File: config.mk
export PLATFORM = sky130hd
export DESIGN_NAME = bitmap_pixel_row_packer
export DESIGN_NICKNAME = d
export VERILOG_FILES = /design/src/hdl/bpr_pkg.sv /design/src/hdl/bpr_front.sv /design/src/hdl/bpr_queue.sv /design/src/hdl/bpr_back.sv /design/src/hdl/bitmap_pixel_row_packer.sv
export SDC_FILE = /design/constraint.sdc
export NUM_CORES = 2
export LEC_CHECK = 0
export BUFFER_PORTS_ARGS = -buffer_cell sky130_fd_sc_hd__buf_2
export CORE_MARGIN = 2
export CORE_UTILIZATION = 43
export DETAILED_ROUTE_END_ITERATION = 7
export HOLD_SLACK_MARGIN = 0.06
export SKIP_CTS_REPAIR_TIMING = 1
export SLEW_MARGIN = 10
export SYNTH_ARGS = -nofsm -noshare
export SYNTH_HDL_FRONTEND = slang
export SYNTH_SLANG_ARGS = --single-unit
File: constraint.sdc
create_clock -name clk -period 43.2 [get_ports clk]
set_input_delay 0 -clock clk [delete_from_list [all_inputs] [get_ports clk]]
set_output_delay 0 -clock clk [all_outputs]
set_load 0.005 [all_outputs]
File: src/hdl/bpr_pkg.sv
// shared types and constants for the bitmap pixel row packer
// used by the front pipeline, the item queue and the byte sequencer
package bpr_pkg;

    // configuration port shape and register indexes
    localparam int CFG_IDX_W  = 4;
    localparam int CFG_DATA_W = 8;

    localparam logic [CFG_IDX_W-1:0] CFG_OUT_BITCOUNT = 4'd0;
    localparam logic [CFG_IDX_W-1:0] CFG_SOURCE_BITS  = 4'd1;
    localparam logic [CFG_IDX_W-1:0] CFG_GRAY_SOURCE  = 4'd2;
    localparam logic [CFG_IDX_W-1:0] CFG_RED_BITS     = 4'd3;
    localparam logic [CFG_IDX_W-1:0] CFG_GREEN_BITS   = 4'd4;
    localparam logic [CFG_IDX_W-1:0] CFG_BLUE_BITS    = 4'd5;
    localparam logic [CFG_IDX_W-1:0] CFG_ALPHA_BITS   = 4'd6;
    localparam logic [CFG_IDX_W-1:0] CFG_ROW_PADDING  = 4'd7;

    // queue between front and back
    localparam int QUEUE_DEPTH = 4;
    localparam int QPTR_W      = 2;
    localparam int QCNT_W      = 3;

    // one classified pixel as the byte sequencer sees it
    typedef struct packed {
        logic        indexed;
        logic [3:0]  bc;       // index width in indexed mode
        logic [7:0]  idx;      // index masked to bc bits
        logic [2:0]  nbytes;   // bytes of word in direct mode
        logic [31:0] word;     // packed direct pixel
        logic        row_end;
        logic [1:0]  pad;
    } bpr_item_t;

endpackage

File: src/hdl/bpr_front.sv
// front part: configuration registers, pixel classification and the
// five-stage channel rescale and field packing pipeline; uses bpr_pkg
module bpr_front #(
    parameter int MAX_CHANNEL_BITS = 32
) (
    input  logic                           clk,
    input  logic                           rst_n,
    input  logic                           cfg_valid,
    output logic                           cfg_ready,
    input  logic [bpr_pkg::CFG_IDX_W-1:0]  cfg_index,
    input  logic [bpr_pkg::CFG_DATA_W-1:0] cfg_data,
    input  logic                           push,
    output logic                           full,
    input  logic [31:0]                    sample_first,
    input  logic [31:0]                    sample_green,
    input  logic [31:0]                    sample_blue,
    input  logic [31:0]                    sample_alpha,
    input  logic                           row_end,
    output logic                           q_push,
    output bpr_pkg::bpr_item_t             q_item,
    input  logic                           q_full
);
    import bpr_pkg::*;

    localparam logic [5:0] MAXC   = 6'(MAX_CHANNEL_BITS);
    localparam int         STAGES = 5;

    typedef struct packed {
        bpr_item_t        item;
        logic [3:0][31:0] lane;   // red, green, blue, alpha
        logic [3:0][5:0]  to;
        logic [5:0]       from;
        logic [2:0][6:0]  sh;     // placement of red, green, blue
    } stage_t;

    function automatic logic [5:0] clamp_bits(input logic [5:0] b);
        return (b > MAXC) ? MAXC : b;
    endfunction

    logic [5:0] out_bitcount_reg;
    logic [5:0] source_bits_reg;
    logic       gray_source_reg;
    logic [5:0] red_bits_reg;
    logic [5:0] green_bits_reg;
    logic [5:0] blue_bits_reg;
    logic [5:0] alpha_bits_reg;
    logic [1:0] row_padding_reg;

    stage_t st_reg  [STAGES];
    stage_t st_next [STAGES];
    logic   vld_reg [STAGES];

    logic       advance;
    logic       accept;
    logic [5:0] sb_c, rb_c, gb_c, bb_c, ab_c;
    logic       indexed;
    logic [7:0] idx_mask;
    logic [31:0] t0, t1, t2, t3, t4;

    // configuration writes, always taken
    assign cfg_ready = 1'b1;

    always_ff @(posedge clk or negedge rst_n)
    begin
        if (!rst_n)
        begin
            out_bitcount_reg <= 6'd24;
            source_bits_reg  <= 6'd8;
            gray_source_reg  <= 1'b0;
            red_bits_reg     <= 6'd8;
            green_bits_reg   <= 6'd8;
            blue_bits_reg    <= 6'd8;
            alpha_bits_reg   <= 6'd0;
            row_padding_reg  <= 2'd0;
        end
        else if (cfg_valid)
        begin
            unique case (cfg_index)
                CFG_OUT_BITCOUNT: out_bitcount_reg <= cfg_data[5:0];
                CFG_SOURCE_BITS:  source_bits_reg  <= cfg_data[5:0];
                CFG_GRAY_SOURCE:  gray_source_reg  <= cfg_data[0];
                CFG_RED_BITS:     red_bits_reg     <= cfg_data[5:0];
                CFG_GREEN_BITS:   green_bits_reg   <= cfg_data[5:0];
                CFG_BLUE_BITS:    blue_bits_reg    <= cfg_data[5:0];
                CFG_ALPHA_BITS:   alpha_bits_reg   <= cfg_data[5:0];
                CFG_ROW_PADDING:  row_padding_reg  <= cfg_data[1:0];
                default:          ;
            endcase
        end
    end

    // pipeline moves as a whole while its last stage can drain
    assign advance = !vld_reg[STAGES-1] || !q_full;
    assign full    = !advance;
    assign accept  = push && advance;
    assign q_push  = vld_reg[STAGES-1] && !q_full;
    assign q_item  = st_reg[STAGES-1].item;

    // classification and clamped widths
    assign sb_c    = clamp_bits(source_bits_reg);
    assign rb_c    = clamp_bits(red_bits_reg);
    assign gb_c    = clamp_bits(green_bits_reg);
    assign bb_c    = clamp_bits(blue_bits_reg);
    assign ab_c    = clamp_bits(alpha_bits_reg);
    assign indexed = (out_bitcount_reg == 6'd1) || (out_bitcount_reg == 6'd2) ||
                     (out_bitcount_reg == 6'd4) || (out_bitcount_reg == 6'd8);

    always_comb
    begin
        unique case (out_bitcount_reg)
            6'd1:    idx_mask = 8'h01;
            6'd2:    idx_mask = 8'h03;
            6'd4:    idx_mask = 8'h0f;
            default: idx_mask = 8'hff;
        endcase
    end

    always_comb
    begin
        // stage 1: take the pixel, align each sample at the top of the word
        st_next[0].item.indexed = indexed;
        st_next[0].item.bc      = out_bitcount_reg[3:0];
        st_next[0].item.idx     = sample_first[7:0] & idx_mask;
        st_next[0].item.nbytes  = (out_bitcount_reg[5:3] > 3'd4) ? 3'd4
                                                                 : out_bitcount_reg[5:3];
        st_next[0].item.word    = '0;
        st_next[0].item.row_end = row_end;
        st_next[0].item.pad     = row_padding_reg;
        st_next[0].lane[0] = sample_first << (6'd32 - sb_c);
        st_next[0].lane[1] = (gray_source_reg ? sample_first : sample_green)
                             << (6'd32 - sb_c);
        st_next[0].lane[2] = (gray_source_reg ? sample_first : sample_blue)
                             << (6'd32 - sb_c);
        st_next[0].lane[3] = sample_alpha << (6'd32 - sb_c);
        st_next[0].to[0]   = rb_c;
        st_next[0].to[1]   = gb_c;
        st_next[0].to[2]   = bb_c;
        st_next[0].to[3]   = ab_c;
        st_next[0].from    = sb_c;
        st_next[0].sh[0]   = 7'(gb_c) + 7'(bb_c) + 7'(ab_c);
        st_next[0].sh[1]   = 7'(bb_c) + 7'(ab_c);
        st_next[0].sh[2]   = 7'(ab_c);

        // stage 2 and 3: repeat the source bits downwards by doubling
        st_next[1] = st_reg[0];
        st_next[2] = st_reg[1];
        st_next[3] = st_reg[2];
        st_next[4] = st_reg[3];
        t0 = '0;
        t1 = '0;
        t2 = '0;
        t3 = '0;
        t4 = '0;
        for (int k = 0; k < 4; k++)
        begin
            t0 = st_reg[0].lane[k] | (st_reg[0].lane[k] >> st_reg[0].from);
            st_next[1].lane[k] = t0 | (t0 >> {st_reg[0].from, 1'b0});
            t1 = st_reg[1].lane[k] | (st_reg[1].lane[k] >> {st_reg[1].from, 2'b0});
            st_next[2].lane[k] = t1 | (t1 >> {st_reg[1].from, 3'b0});
            // stage 4: last doubling, then keep the top field bits
            t2 = st_reg[2].lane[k] | (st_reg[2].lane[k] >> {st_reg[2].from, 4'b0});
            st_next[3].lane[k] = t2 >> (6'd32 - st_reg[2].to[k]);
        end

        // stage 5: place the fields, red highest
        t3 = (st_reg[3].lane[0] << st_reg[3].sh[0]) |
             (st_reg[3].lane[1] << st_reg[3].sh[1]);
        t4 = (st_reg[3].lane[2] << st_reg[3].sh[2]) | st_reg[3].lane[3];
        st_next[4].item.word = t3 | t4;
    end

    // valid bits
    always_ff @(posedge clk or negedge rst_n)
    begin
        if (!rst_n)
        begin
            for (int i = 0; i < STAGES; i++)
            begin
                vld_reg[i] <= 1'b0;
            end
        end
        else if (advance)
        begin
            vld_reg[0] <= accept;
            for (int i = 1; i < STAGES; i++)
            begin
                vld_reg[i] <= vld_reg[i-1];
            end
        end
    end

    // stage payload
    always_ff @(posedge clk)
    begin
        if (advance)
        begin
            for (int i = 0; i < STAGES; i++)
            begin
                st_reg[i] <= st_next[i];
            end
        end
    end

endmodule

File: src/hdl/bpr_queue.sv
// short queue of classified pixels between the front and the back
// uses the item type and depth constants of bpr_pkg
module bpr_queue (
    input  logic               clk,
    input  logic               rst_n,
    input  logic               q_push,
    input  bpr_pkg::bpr_item_t q_item,
    output logic               q_full,
    input  logic               q_pop,
    output bpr_pkg::bpr_item_t q_head,
    output logic               q_empty
);
    import bpr_pkg::*;

    bpr_item_t         entry_reg [QUEUE_DEPTH];
    logic [QPTR_W-1:0] wr_ptr_reg, wr_ptr_next;
    logic [QPTR_W-1:0] rd_ptr_reg, rd_ptr_next;
    logic [QCNT_W-1:0] count_reg, count_next;
    logic              do_push, do_pop;

    assign q_full  = (count_reg == QCNT_W'(QUEUE_DEPTH));
    assign q_empty = (count_reg == '0);
    assign q_head  = entry_reg[rd_ptr_reg];
    assign do_push = q_push && !q_full;
    assign do_pop  = q_pop && !q_empty;

    // pointer and fill count
    always_comb
    begin
        wr_ptr_next = do_push ? wr_ptr_reg + 1'b1 : wr_ptr_reg;
        rd_ptr_next = do_pop ? rd_ptr_reg + 1'b1 : rd_ptr_reg;
        count_next  = count_reg;
        if (do_push && !do_pop)
        begin
            count_next = count_reg + 1'b1;
        end
        else if (do_pop && !do_push)
        begin
            count_next = count_reg - 1'b1;
        end
    end

    always_ff @(posedge clk or negedge rst_n)
    begin
        if (!rst_n)
        begin
            wr_ptr_reg <= '0;
            rd_ptr_reg <= '0;
            count_reg  <= '0;
        end
        else
        begin
            wr_ptr_reg <= wr_ptr_next;
            rd_ptr_reg <= rd_ptr_next;
            count_reg  <= count_next;
        end
    end

    // entry storage
    always_ff @(posedge clk)
    begin
        if (do_push)
        begin
            entry_reg[wr_ptr_reg] <= q_item;
        end
    end

endmodule

File: src/hdl/bpr_back.sv
// back part: index accumulator, per-pixel byte run and the result register
// takes classified pixels from bpr_queue; uses bpr_pkg
module bpr_back (
    input  logic               clk,
    input  logic               rst_n,
    input  bpr_pkg::bpr_item_t q_head,
    input  logic               q_empty,
    output logic               q_pop,
    input  logic               pop,
    output logic               empty,
    output logic [7:0]         out_byte,
    output logic               last_of_run
);
    import bpr_pkg::*;

    localparam int RUN_BYTES = 7;

    logic [7:0]             accum_reg, accum_next;
    logic [3:0]             used_reg, used_next;
    logic [RUN_BYTES*8-1:0] run_buf_reg, run_buf_next;
    logic [2:0]             run_cnt_reg, run_cnt_next;
    logic                   out_valid_reg;
    logic [7:0]             out_byte_reg;
    logic                   out_last_reg;

    logic                   emit_go, load;
    logic [4:0]             sum;
    logic                   pre_flush, full_byte, end_flush;
    logic [7:0]             pf_byte, a1, ins_a, a3, ef_byte;
    logic [3:0]             u1, u2, u3;
    logic [3:0][7:0]        base;
    logic [2:0]             n0;
    logic [RUN_BYTES*8-1:0] new_buf;
    logic [2:0]             new_cnt;

    // one byte a request into the result register
    assign emit_go = (run_cnt_reg != 3'd0) && (!out_valid_reg || pop);
    assign load    = !q_empty &&
                     ((run_cnt_reg == 3'd0) || ((run_cnt_reg == 3'd1) && emit_go));
    assign q_pop   = load;

    // bytes caused by the pixel at the queue head
    always_comb
    begin
        sum       = {1'b0, used_reg} + {1'b0, q_head.bc};
        pre_flush = q_head.indexed && (sum > 5'd8);
        pf_byte   = accum_reg << (4'd8 - used_reg);
        a1        = pre_flush ? 8'd0 : accum_reg;
        u1        = pre_flush ? 4'd0 : used_reg;
        ins_a     = (a1 << q_head.bc) | q_head.idx;
        u2        = u1 + q_head.bc;
        full_byte = q_head.indexed && (u2 == 4'd8);

        if (!q_head.indexed || full_byte)
        begin
            a3 = 8'd0;
            u3 = 4'd0;
        end
        else
        begin
            a3 = ins_a;
            u3 = u2;
        end

        end_flush = q_head.row_end && (u3 != 4'd0);
        ef_byte   = a3 << (4'd8 - u3);

        if (q_head.indexed)
        begin
            base[0] = pre_flush ? pf_byte : ins_a;
            base[1] = (pre_flush && full_byte) ? ins_a : 8'd0;
            base[2] = 8'd0;
            base[3] = 8'd0;
            n0      = {2'b00, pre_flush} + {2'b00, full_byte};
        end
        else
        begin
            base = q_head.word;
            n0   = q_head.nbytes;
        end

        // compact: pixel bytes, then the row flush, padding stays zero
        new_buf = '0;
        for (int i = 0; i < RUN_BYTES; i++)
        begin
            if (i < 4 && 3'(i) < n0)
            begin
                new_buf[i*8 +: 8] = base[i[1:0]];
            end
            else if (end_flush && 3'(i) == n0)
            begin
                new_buf[i*8 +: 8] = ef_byte;
            end
        end
        new_cnt = n0 + {2'b00, end_flush} + (q_head.row_end ? {1'b0, q_head.pad} : 3'd0);
    end

    // accumulator and run update
    always_comb
    begin
        accum_next   = accum_reg;
        used_next    = used_reg;
        run_buf_next = run_buf_reg;
        run_cnt_next = run_cnt_reg;
        if (load)
        begin
            accum_next   = q_head.row_end ? 8'd0 : a3;
            used_next    = q_head.row_end ? 4'd0 : u3;
            run_buf_next = new_buf;
            run_cnt_next = new_cnt;
        end
        else if (emit_go)
        begin
            run_buf_next = run_buf_reg >> 8;
            run_cnt_next = run_cnt_reg - 3'd1;
        end
    end

    always_ff @(posedge clk or negedge rst_n)
    begin
        if (!rst_n)
        begin
            accum_reg     <= 8'd0;
            used_reg      <= 4'd0;
            run_cnt_reg   <= 3'd0;
            out_valid_reg <= 1'b0;
        end
        else
        begin
            accum_reg   <= accum_next;
            used_reg    <= used_next;
            run_cnt_reg <= run_cnt_next;
            if (emit_go)
            begin
                out_valid_reg <= 1'b1;
            end
            else if (pop)
            begin
                out_valid_reg <= 1'b0;
            end
        end
    end

    // run bytes and result payload
    always_ff @(posedge clk)
    begin
        run_buf_reg <= run_buf_next;
        if (emit_go)
        begin
            out_byte_reg <= run_buf_reg[7:0];
            out_last_reg <= (run_cnt_reg == 3'd1);
        end
    end

    assign empty       = !out_valid_reg;
    assign out_byte    = out_byte_reg;
    assign last_of_run = out_last_reg;

endmodule

File: src/hdl/bitmap_pixel_row_packer.sv
// Bitmap pixel row packer: takes one pixel per request and delivers bitmap pixel-data
// bytes, one per cycle while the receiver keeps popping, on a queue-style result port.
// A five-stage front pipeline rescales and packs the channels and accepts a pixel every
// cycle while the four-entry item queue has room; a byte sequencer behind the queue
// emits each pixel's bytes through a single result register. Each pixel causes
// out_bitcount/8 bytes (at most 4) in direct mode, 0 to 2 in indexed mode (two when an
// index that does not fit forces out the partial byte and then completes a byte), plus
// the row flush byte and row_padding zero bytes on the last pixel of a row; the
// one-byte-per-cycle result register sets the pixel throughput. Configuration is to be
// written through the cfg port by the user only while the block is idle; the block
// itself does not enforce this.
// top level; instantiates bpr_front, bpr_queue and bpr_back, uses bpr_pkg
module bitmap_pixel_row_packer #(
    parameter int MAX_CHANNEL_BITS = 32
) (
    input  logic                           clk,
    input  logic                           rst_n,
    input  logic                           cfg_valid,
    output logic                           cfg_ready,
    input  logic [bpr_pkg::CFG_IDX_W-1:0]  cfg_index,
    input  logic [bpr_pkg::CFG_DATA_W-1:0] cfg_data,
    input  logic                           push,
    output logic                           full,
    input  logic [31:0]                    sample_first,
    input  logic [31:0]                    sample_green,
    input  logic [31:0]                    sample_blue,
    input  logic [31:0]                    sample_alpha,
    input  logic                           row_end,
    output logic                           empty,
    input  logic                           pop,
    output logic [7:0]                     out_byte,
    output logic                           last_of_run
);
    import bpr_pkg::*;

    bpr_item_t q_item, q_head;
    logic      q_push, q_full, q_pop, q_empty;

    // classify and pack
    bpr_front #(
        .MAX_CHANNEL_BITS(MAX_CHANNEL_BITS)
    ) u_front (
        .clk          (clk),
        .rst_n        (rst_n),
        .cfg_valid    (cfg_valid),
        .cfg_ready    (cfg_ready),
        .cfg_index    (cfg_index),
        .cfg_data     (cfg_data),
        .push         (push),
        .full         (full),
        .sample_first (sample_first),
        .sample_green (sample_green),
        .sample_blue  (sample_blue),
        .sample_alpha (sample_alpha),
        .row_end      (row_end),
        .q_push       (q_push),
        .q_item       (q_item),
        .q_full       (q_full)
    );

    // decoupling queue
    bpr_queue u_queue (
        .clk     (clk),
        .rst_n   (rst_n),
        .q_push  (q_push),
        .q_item  (q_item),
        .q_full  (q_full),
        .q_pop   (q_pop),
        .q_head  (q_head),
        .q_empty (q_empty)
    );

    // byte sequencing and result register
    bpr_back u_back (
        .clk         (clk),
        .rst_n       (rst_n),
        .q_head      (q_head),
        .q_empty     (q_empty),
        .q_pop       (q_pop),
        .pop         (pop),
        .empty       (empty),
        .out_byte    (out_byte),
        .last_of_run (last_of_run)
    );

endmodule

==> impl_metrics.ini <==
[status]
status = completed

[layout]
fillCellCount = 16174
largest_reg_flops = 791
layout-drive-gt1-share_pct = 16.2
layout.nets = 7369
final_cell_mix = edfxtp_1 (1060), nand2_1 (755), mux2i_1 (728)
final_common_cell = edfxtp_1
area_delta_synth_final_pct = 9.64

[logic_synthesis]
yosys-top-cells-area = edfxtp_1 (41%), mux4_2 (9.8%), mux2i_1 (9.5%)
synthXorXnorAreaFrac_pct = 0.750
synth_mux_area_share_pct = 22.6
yosysWarnings = 0
synth_adder_area_share_pct = 0.889
avgSynthCellArea_um2 = 10.6
yosysTopAreaCell = edfxtp_1
synth_cell_types = 99
ys_ff_latch = 1127
synth_edf_count = 1060
synth_top_area_share_pct = 41.3
synth-main-ff-cell = edfxtp_1
synth_area_um2 = 77100
yosys.area_share.simple_pct = 11.3
synth_compound_area_share_pct = 16.9
postSynthCellCount = 7303
ys_seq_area_share_pct = 43.5
synth_top_family_by_area = multiplexers
async_reset_ff_share_pct = 5.94

[critical_path]
worstPathRequired_ns = 43.77
crit_chain = buf_4, mux4_2, ha_1, inv_1, fa_1, nand2b_1, o221ai_1, o211ai_1, nand2_1, inv_1, nor2_1, ha_1, clkinv_1, nand2_1, nor2_1, inv_1, nor3_1, ha_1, mux2i_1, nor2b_1, nor2b_1, nand2_1, o31ai_1
crit_path_start_kind = flip-flop
crit_arrival_ns = 8.84
crit_family = adder cells
crit_buf_inv = 5
critPathSlowestCell = o211ai_1
path_class = flip-flop to flip-flop
endpoint_kind = flip-flop
cp_max_fo = 46
max_stage_delay_ns = 0.80

[floorplanning]
die_w_um = 427
ios = 158
die_area_um2 = 183000
placementRows = 155
die_h_um = 427
core_um2 = 178000
start_util_pct = 43.3

[clock_network]
cts_buffer_depth = 3
clock_latency_ns = 0.78
cts.sinks = 1127
cts-root-buf = clkbuf_16
numCtsBuffers = 118
path_clk_slew_ns = 0.06
htree_levels = 3
cts_tree = yes

[timing]
fmax_mhz = 121
rsz0062_at_grt = false
hold_viol_final = 0
relSlewSlack_pct = 1.90
final_max_slew_viol_count = 0
setup_viol = 0
post-route-min-period_ns = 8.27
fin_skew_ns = 0.0643
finalCritPeriodShare_pct = 19.1
tns_ns = 0
tightest_slew_ns = 1.47

[worst_hold_path]
hold_class = input pin to flip-flop

[detailed_routing]
ant_nets = 0
remaining_drc_errors = 0
first_iter_violations = 8292
via_count = 63543
wire_per_inst_um = 29.3
drtPass1Iterations = 8
vias_per_cell = 6.59
wl_um = 282000

[global_routing]
antenna_found_initial = 9
grt_pass1_vias = 59211
grt_max_degree = 155
grt_use_total_pct = 29.9
overflow = 0
grt_pass1_wl_um = 407000

[placed_design]
numPortBuffers = 154
routabilityCongestion = 1.01
hpwl_um = 204000

[run]
max_cap_viol_count = 0
[kinds of logic (layout without fill, tap and decap cells)]
group / Yosys count / count (layout)
AND/OR/NAND/NOR: 1977 / 1977
adder cells (fa/ha/maj): 47 / 47
buffers and inverters: 768 / 736
other: 2 / 14
flip-flops: 1127 / 1127
AO/OA/AOI/OAI: 2027 / 2027
multiplexers: 1289 / 1289
XOR/XNOR: 66 / 66
[path summary, 6_finish.rpt]
check                                             from                          to  slack (ns)  cells after the start
worst min register to register  u_front.st_reg[0][461]      u_front.st_reg[0][691]        0.37                      0
worst min-delay path                   sample_alpha[3]      u_front.st_reg[0][151]        0.03                      5
worst max register to register   u_queue.rd_ptr_reg[0]       u_back.run_buf_reg[6]       34.93                     23
worst max-delay path             u_queue.rd_ptr_reg[0]       u_back.run_buf_reg[6]       34.93                     23
min in group asynchronous                        rst_n  u_front.row_padding_reg[1]        0.26                      3
max in group asynchronous                        rst_n     u_front.gray_source_reg       42.33                      4
[stage by stage]
stage	setup WS (ns)	cell area [um2]	std cells	hold slack, ns	util [%]
after global routing	34.18	84500	9635	0.0644	47.4
after CTS	34.90	84000	9586	-0.680	47.1
after detailed placement	34.92	79900	9364	0.187	44.8
after floorplan	26.11	77100	7310	-0.296	-
after global placement	34.95	79900	9364	0.179	44.8
final	34.93	84500	9638	0.0335	47.4
[layout make-up]
cell class	instances	area (um2)	area share, %
inverters	146	567	0.671
repair buffers	368	2590	3.06
multi-input cells	5415	40800	48.3
clock buffers	140	3070	3.63
well taps	2355	2950	3.49
diodes	5	12.5	0.0148
clock inverters	82	1030	1.22
flip-flops and latches	1127	33500	39.7
[layer usage]
metal	GRT usage (%)	wire [um]	vias to the layer above
met5	0.106	57	-
li1	-	-	27880
met4	18.1	19800	8
met3	5.28	23700	935
met2	46.0	127000	3573
met1	39.3	112000	31147
[worst reg2reg max path: stages (launching register included)]
cell	delay, ns
dfrtp_4	0.54
buf_4	0.72
mux4_2	0.81
ha_1	0.27
inv_1	0.08
fa_1	0.42
nand2b_1	0.09
o221ai_1	0.20
o211ai_1	0.80
nand2_1	0.27
inv_1	0.21
nor2_1	0.06
ha_1	0.60
clkinv_1	0.43
nand2_1	0.19
nor2_1	0.05
inv_1	0.11
nor3_1	0.06
ha_1	0.31
mux2i_1	0.60
nor2b_1	0.47
nor2b_1	0.27
nand2_1	0.12
o31ai_1	0.36
[cell usage after synthesis (24+ instances only)]
cell type  count
dfrtp_1       61
o21ai_0      403
buf_1        102
ha_1          34
o221ai_1      59
a22oi_1       90
nor2b_1       79
nand2b_1      67
o21bai_1      32
nor3_1        93
mux4_2       336
o211ai_1      60
o31ai_1       25
o22ai_1       95
a211o_1       36
a211oi_1     181
buf_2         78
a21oi_1      563
a21o_1        34
mux2i_1      728
xor2_1        31
clkbuf_1     420
xnor2_1       35
a311oi_1      24
nand3_1       87
edfxtp_1    1060
and2_1        76
nand2_1      757
nor2_1       643
a22o_1        35
a31oi_1      143
and3_1        59
mux2_2       221
a221oi_1      57
inv_1        129
Power is left out: the tool's default activity adds up to more than one toggle a clock period on the data nets, which glitch-free logic cannot reach.
